<file path="src/rtl/core/ehi_pkg.sv">
// ----------------------------------------------------------------------------
// ehi_pkg
// shared codes, command and status types of the extendible hash index
// ----------------------------------------------------------------------------
package ehi_pkg;

  localparam logic [1:0] ACT_INSERT = 2'd0;
  localparam logic [1:0] ACT_DELETE = 2'd1;
  localparam logic [1:0] ACT_LOOKUP = 2'd2;

  localparam logic [2:0] ST_OK       = 3'd0;
  localparam logic [2:0] ST_DUP      = 3'd1;
  localparam logic [2:0] ST_OVF      = 3'd2;
  localparam logic [2:0] ST_NOTFOUND = 3'd3;
  localparam logic [2:0] ST_NOMORE   = 3'd4;

  typedef enum logic [4:0] {
    C_NONE,
    C_CLR,
    C_LATCH,
    C_DIR_RD,
    C_DIR_GET,
    C_BI_GET,
    C_ENT_RD,
    C_NEXT,
    C_EMIT_RID,
    C_HIT,
    C_ACC,
    C_EMIT,
    C_LAST_RD,
    C_DEL_WR,
    C_STORE,
    C_J0,
    C_DBL_RD,
    C_DBL_WR,
    C_ALLOC,
    C_REDIR_RD,
    C_REDIR_WR,
    C_COPY_RD,
    C_COPY_WR,
    C_BUF_RD,
    C_MOVE_WR,
    C_WB_B,
    C_WB_NB
  } op_t;

  typedef struct packed {
    op_t        op;
    logic [2:0] st;
  } cmd_t;

  typedef struct packed {
    logic [1:0] act;
    logic       j_eq_n;
    logic       key_eq;
    logic       pair_eq;
    logic       found;
    logic       full;
    logic       ovf;
    logic       out_free;
    logic       clr_last;
    logic       dbl_last;
    logic       redir_last;
    logic       slot_last;
    logic       d_ge_g;
  } stat_t;

endpackage

</file>
<file path="src/rtl/core/ehi_ctrl.sv">
// ----------------------------------------------------------------------------
// ehi_ctrl
// sequencer for lookup, delete, insert and bucket split
// ----------------------------------------------------------------------------
module ehi_ctrl import ehi_pkg::*; (
  input  logic  clk,
  input  logic  rst,
  input  logic  in_valid,
  output logic  in_ready,
  input  stat_t stat,
  output cmd_t  cmd
);

  typedef enum logic [22:0] {
    S_CLR    = 23'h1 << 0,
    S_IDLE   = 23'h1 << 1,
    S_DIR    = 23'h1 << 2,
    S_DIRW   = 23'h1 << 3,
    S_BIW    = 23'h1 << 4,
    S_SCAN   = 23'h1 << 5,
    S_CHK    = 23'h1 << 6,
    S_RES    = 23'h1 << 7,
    S_DELRD  = 23'h1 << 8,
    S_DELWR  = 23'h1 << 9,
    S_PLACE  = 23'h1 << 10,
    S_DBL    = 23'h1 << 11,
    S_DBLW   = 23'h1 << 12,
    S_ALLOC  = 23'h1 << 13,
    S_REDIR  = 23'h1 << 14,
    S_REDIRW = 23'h1 << 15,
    S_COPY   = 23'h1 << 16,
    S_COPYW  = 23'h1 << 17,
    S_MOVE   = 23'h1 << 18,
    S_MOVEW  = 23'h1 << 19,
    S_WBB    = 23'h1 << 20,
    S_WBNB   = 23'h1 << 21,
    S_SPARE  = 23'h1 << 22
  } state_t;

  state_t     state, state_next;
  logic       placing, placing_next;
  logic [2:0] res, res_next;

  always_ff @(posedge clk) begin
    if (rst) begin
      state   <= S_CLR;
      placing <= 1'b0;
      res     <= ST_OK;
    end else begin
      state   <= state_next;
      placing <= placing_next;
      res     <= res_next;
    end
  end

  always_comb begin
    state_next   = state;
    placing_next = placing;
    res_next     = res;
    cmd.op       = C_NONE;
    cmd.st       = res;
    in_ready     = 1'b0;
    unique case (state)
      S_CLR: begin
        cmd.op = C_CLR;
        if (stat.clr_last) state_next = S_IDLE;
      end
      S_IDLE: begin
        in_ready = 1'b1;
        if (in_valid) begin
          cmd.op       = C_LATCH;
          placing_next = 1'b0;
          state_next   = S_DIR;
        end
      end
      S_DIR: begin
        cmd.op     = C_DIR_RD;
        state_next = S_DIRW;
      end
      S_DIRW: begin
        cmd.op     = C_DIR_GET;
        state_next = S_BIW;
      end
      S_BIW: begin
        cmd.op = C_BI_GET;
        if (placing) begin
          state_next = S_PLACE;
        end else if (stat.act != ACT_INSERT && stat.act != ACT_DELETE &&
                     stat.act != ACT_LOOKUP) begin
          res_next   = ST_NOTFOUND;
          state_next = S_RES;
        end else begin
          state_next = S_SCAN;
        end
      end
      S_SCAN: begin
        if (!stat.j_eq_n) begin
          cmd.op     = C_ENT_RD;
          state_next = S_CHK;
        end else if (stat.act == ACT_LOOKUP) begin
          res_next   = ST_NOMORE;
          state_next = S_RES;
        end else if (stat.act == ACT_DELETE) begin
          res_next   = ST_NOTFOUND;
          state_next = S_RES;
        end else if (stat.found) begin
          res_next   = ST_DUP;
          state_next = S_RES;
        end else if (stat.full && stat.ovf) begin
          res_next   = ST_OVF;
          state_next = S_RES;
        end else begin
          state_next = S_PLACE;
        end
      end
      S_CHK: begin
        if (stat.act == ACT_LOOKUP) begin
          if (!stat.key_eq) begin
            cmd.op     = C_NEXT;
            state_next = S_SCAN;
          end else if (stat.out_free) begin
            cmd.op     = C_EMIT_RID;
            state_next = S_SCAN;
          end
        end else if (stat.act == ACT_DELETE) begin
          if (stat.pair_eq) begin
            cmd.op     = C_HIT;
            state_next = S_DELRD;
          end else begin
            cmd.op     = C_NEXT;
            state_next = S_SCAN;
          end
        end else begin
          cmd.op     = C_ACC;
          state_next = S_SCAN;
        end
      end
      S_RES: begin
        if (stat.out_free) begin
          cmd.op     = C_EMIT;
          state_next = S_IDLE;
        end
      end
      S_DELRD: begin
        cmd.op     = C_LAST_RD;
        state_next = S_DELWR;
      end
      S_DELWR: begin
        cmd.op     = C_DEL_WR;
        res_next   = ST_OK;
        state_next = S_RES;
      end
      S_PLACE: begin
        if (!stat.full) begin
          cmd.op     = C_STORE;
          res_next   = ST_OK;
          state_next = S_RES;
        end else begin
          cmd.op     = C_J0;
          state_next = stat.d_ge_g ? S_DBL : S_ALLOC;
        end
      end
      S_DBL: begin
        cmd.op     = C_DBL_RD;
        state_next = S_DBLW;
      end
      S_DBLW: begin
        cmd.op     = C_DBL_WR;
        state_next = stat.dbl_last ? S_ALLOC : S_DBL;
      end
      S_ALLOC: begin
        cmd.op     = C_ALLOC;
        state_next = S_REDIR;
      end
      S_REDIR: begin
        cmd.op     = C_REDIR_RD;
        state_next = S_REDIRW;
      end
      S_REDIRW: begin
        cmd.op     = C_REDIR_WR;
        state_next = stat.redir_last ? S_COPY : S_REDIR;
      end
      S_COPY: begin
        cmd.op     = C_COPY_RD;
        state_next = S_COPYW;
      end
      S_COPYW: begin
        cmd.op     = C_COPY_WR;
        state_next = stat.slot_last ? S_MOVE : S_COPY;
      end
      S_MOVE: begin
        cmd.op     = C_BUF_RD;
        state_next = S_MOVEW;
      end
      S_MOVEW: begin
        cmd.op     = C_MOVE_WR;
        state_next = stat.slot_last ? S_WBB : S_MOVE;
      end
      S_WBB: begin
        cmd.op     = C_WB_B;
        state_next = S_WBNB;
      end
      S_WBNB: begin
        cmd.op       = C_WB_NB;
        placing_next = 1'b1;
        state_next   = S_DIR;
      end
      default: begin
        state_next = S_IDLE;
      end
    endcase
  end

endmodule

</file>
<file path="config.mk">
export PLATFORM = sky130hd
export DESIGN_NAME = ehi_ctrl
export DESIGN_NICKNAME = d
export VERILOG_FILES = /design/src/rtl/core/ehi_pkg.sv /design/src/rtl/core/ehi_ctrl.sv
export SDC_FILE = /design/constraint.sdc
export NUM_CORES = 1
export LEC_CHECK = 0
export BUFFER_PORTS_ARGS = -buffer_cell sky130_fd_sc_hd__buf_2
export CORE_UTILIZATION = 45
export CTS_CLUSTER_DIAMETER = 120
export CTS_CLUSTER_SIZE = 16
export DETAILED_ROUTE_END_ITERATION = 12
export PLACE_DENSITY_LB_ADDON = 0.1
export SLEW_MARGIN = 0
export SYNTH_ARGS = -nofsm -noshare
export SYNTH_HDL_FRONTEND = slang
export SYNTH_SLANG_ARGS = --single-unit
</file>
<file path="constraint.sdc">
create_clock -name clk -period 7.4 [get_ports clk]
set_input_delay 2.22 -clock clk [delete_from_list [all_inputs] [get_ports clk]]
set_output_delay 2.22 -clock clk [all_outputs]
set_load 0.02 [all_outputs]
</file>
==> qor.txt <==
Hold_buf cts: 0
Commonest non-fill, non-tap cell in the layout: nor2_1
Unique masters post-synth: 60
CTS Buf Count: 3
Leak: 0.811 nW
Synth Flop Type: dfxtp_1
Mapped Area: 1890 um2
Post-synth EDFFs: 0
Syn Nets: 262
Syn avg cell area: 7.72 um2
Hold_sp: res[2]
Maximum clock rate: 0.173 GHz
Clk slew on worst S/H paths: 0.09 ns
Worst EP required: 5.18 ns
Power Total: 0.280 mW
Kind of critical path: in -> out
Ports: 26
Starting Density: 46.9%
Yosys Warn Count: 0
Pwr/cell area: 136 nW/um2
Routed len/inst: 17.2 um
FFs w/ async S/R, synth: 0%
Sw power: 0.0835 mW
Reg2reg path depth: 6
Maximum vdd drop: 59.7 uV
Worst-path fanout max: 8
P&R area growth vs syn: 9.27%
GR met2 Demand/Resource: 39.6%
RSZ-0062 raised after global routing: no
Pin count of the biggest net entering global routing: 15
Final period util: 77.9%
Clock Latency Late Sink: 0.27 ns
Routed Antenna Nets: 0
Pre-CTS WS: 1.69 ns
Total wire length: 5380 um
Ant. Diodes: 0
Area after DPL: 2020 um2
Sw frac: 29.8%
Slew headroom: 49.1%
Critical path arrival: 3.54 ns
I/O Buffers: 25
Starting DRC count in detailed routing: 122
Synthesis-stage register bit count: 26
Core Rows: 23
GPL Wtd Cong: 0.964
DRC violations left: 0
Comb pwr share: 19.2%
Met1 usage in global routing: 37.4%
CP cell instances: buf_2 > nand2b_1 > nor2_1 > a2111oi_1 > nor3_1 > nand4_1 > buf_2
Core Area: 4030 um2
CP peak stage delay: 0.47 ns
Max-cap viol count: 0
Yosys top cell area share: 27.5%
Drt pass-1 iters: 4
Post-CTS Setup Inserts: 0
Die X: 66.8 um
Hold Vio Cnt, Final: 0
Clock Power Share: 29.0%
Worst hold path type: reg -> reg
Min-Delay Endpoint: res[2]
Hpwl dp: 4120 um
Fin area: 2070 um2
FF-to-FF setup slack: 4.76 ns
Final Worst Setup Slack: 1.64 ns
CTS tree: built
Share of cells above drive strength 1: 18.3%
R2R Path Start: state[13]
Initial antenna violation count: 0
Area leader, netlist: dfxtp_1
Vias/cell: 6.27
Crit path top cell by count: buf_2
DP Cell Count: 310
Met3 usage: 2.91%
Cell internal pwr: 0.197 mW
Post_cts resized: 0
Setup tns final: 0 ns
Synth Instances: 245
Sequential Power Share: 51.9%
Die footprint: 4460 um2
CP Capture Type: output port
Die Y: 66.8 um
Hold WS: 0.480 ns
Worst Skew: 0.00195 ns
Number of nets in the layout: 282
GRT Total Usage: 25.9%
Htree depth: 1
DR vias: 1962
Util after Layout: 51.3%
Fill count: 430
Number of global-route vias before repair: 1696
Area contributors post-synth: dfxtp_1, nor2_1, nand2_1
Final cell count without fillers: 313
Outcome: finished, final reports clean
Clock Tree Root: clkbuf_8
Hold Path Depth: 2
Seq/Total Area, Yosys: 27.5%
Commonest cells after routing, fill and taps aside: nor2_1, dfxtp_1, buf_2, nand2_1, nor3_1
Num Clock Sinks: 26
Clk buf depth: 2
Critical path launch point type: input pin
Total grt overflow: 0
Reg2reg end: state[1]
First-pass GRT wire length: 8510 um
Slowest-stage cell, CP: a2111oi_1
Slew Limit Fails: 0
Worst slew pin tran: 0.756 ns
Most Crowded Layer GR: met2
Min cycle time layout: 5.76 ns
Setup violations, final: 0
-- layout make-up --
type | count | area, um2 | share of cell area (%)
repair buffers | 25 | 125 | 6.06
clock buffers | 3 | 41.3 | 2.00
well taps | 50 | 62.6 | 3.03
flip-flops and latches | 26 | 520 | 25.2
multi-input cells | 202 | 1290 | 62.4
inverters | 7 | 26.3 | 1.27
-- critical path: cells and delay by family --
kind            cells  cell delay [ns]
compound gates      1             0.47
simple gates        4             0.54
buf+inv             2             0.30
-- cell usage after synthesis, types with 2 or more instances --
| master | count |
|---|---|
| nor2_1 | 31 |
| dfxtp_1 | 26 |
| nand2_1 | 21 |
| nor3_1 | 15 |
| nor4_1 | 12 |
| nand3_1 | 11 |
| a21oi_1 | 9 |
| inv_1 | 7 |
| nand4_1 | 7 |
| nor3b_1 | 7 |
| o21ai_0 | 7 |
| clkbuf_1 | 6 |
| nand2b_1 | 6 |
| nor4b_1 | 6 |
| nand4b_1 | 5 |
| nor2b_1 | 5 |
| nand3b_1 | 4 |
| nor4_2 | 4 |
| or4_4 | 4 |
| xnor2_1 | 3 |
| a31oi_1 | 2 |
| buf_4 | 2 |
| nand3_2 | 2 |
| nor3_4 | 2 |
| o211a_1 | 2 |
| o22ai_1 | 2 |
| or2_2 | 2 |
| or3_1 | 2 |
| xor2_1 | 2 |
-- layer usage --
metal	wire, um	vias up
met2	2380	67
met1	2580	916
met5	0	-
li1	-	974
met4	50	0
met3	363	5
-- worst max-delay path by stage --
stage	from	to	cells past startpoint
after floorplan	stat[13]	cmd[4]	6
after global placement	stat[13]	cmd[4]	7
after detailed placement	stat[13]	cmd[4]	7
after CTS	stat[13]	cmd[4]	7
after global routing	stat[13]	cmd[4]	7
final	stat[13]	cmd[4]	7
-- power by group through the flow --
stage	clock [mW]	combinational, mW	sequential, mW
floorplan	0	0.0389	0.146
CTS	0.0842	0.0533	0.145
detailed placement	0	0.0529	0.149
global placement	0	0.0533	0.148
global route	0.0864	0.0590	0.146
finish	0.0812	0.0536	0.145
-- registers in the layout, indices dropped and copies added, names as in the netlist --
signal / flops
placing: 1
state: 22
res: 3
-- cells by family (layout without fill, tap and decap cells) --
family | Yosys count | after routing | synth area share (%)
and+or+nand+nor | 156 | 156 | 50.2
adders and majority gates | 1 | 1 | 0.529
buffers and inverters | 17 | 35 | 4.24
AOI/OAI and AO/OA | 40 | 40 | 15.2
DFF | 26 | 26 | 27.5
xor gates and xnor gates | 5 | 5 | 2.32
(Power assumes the default switching activity.)
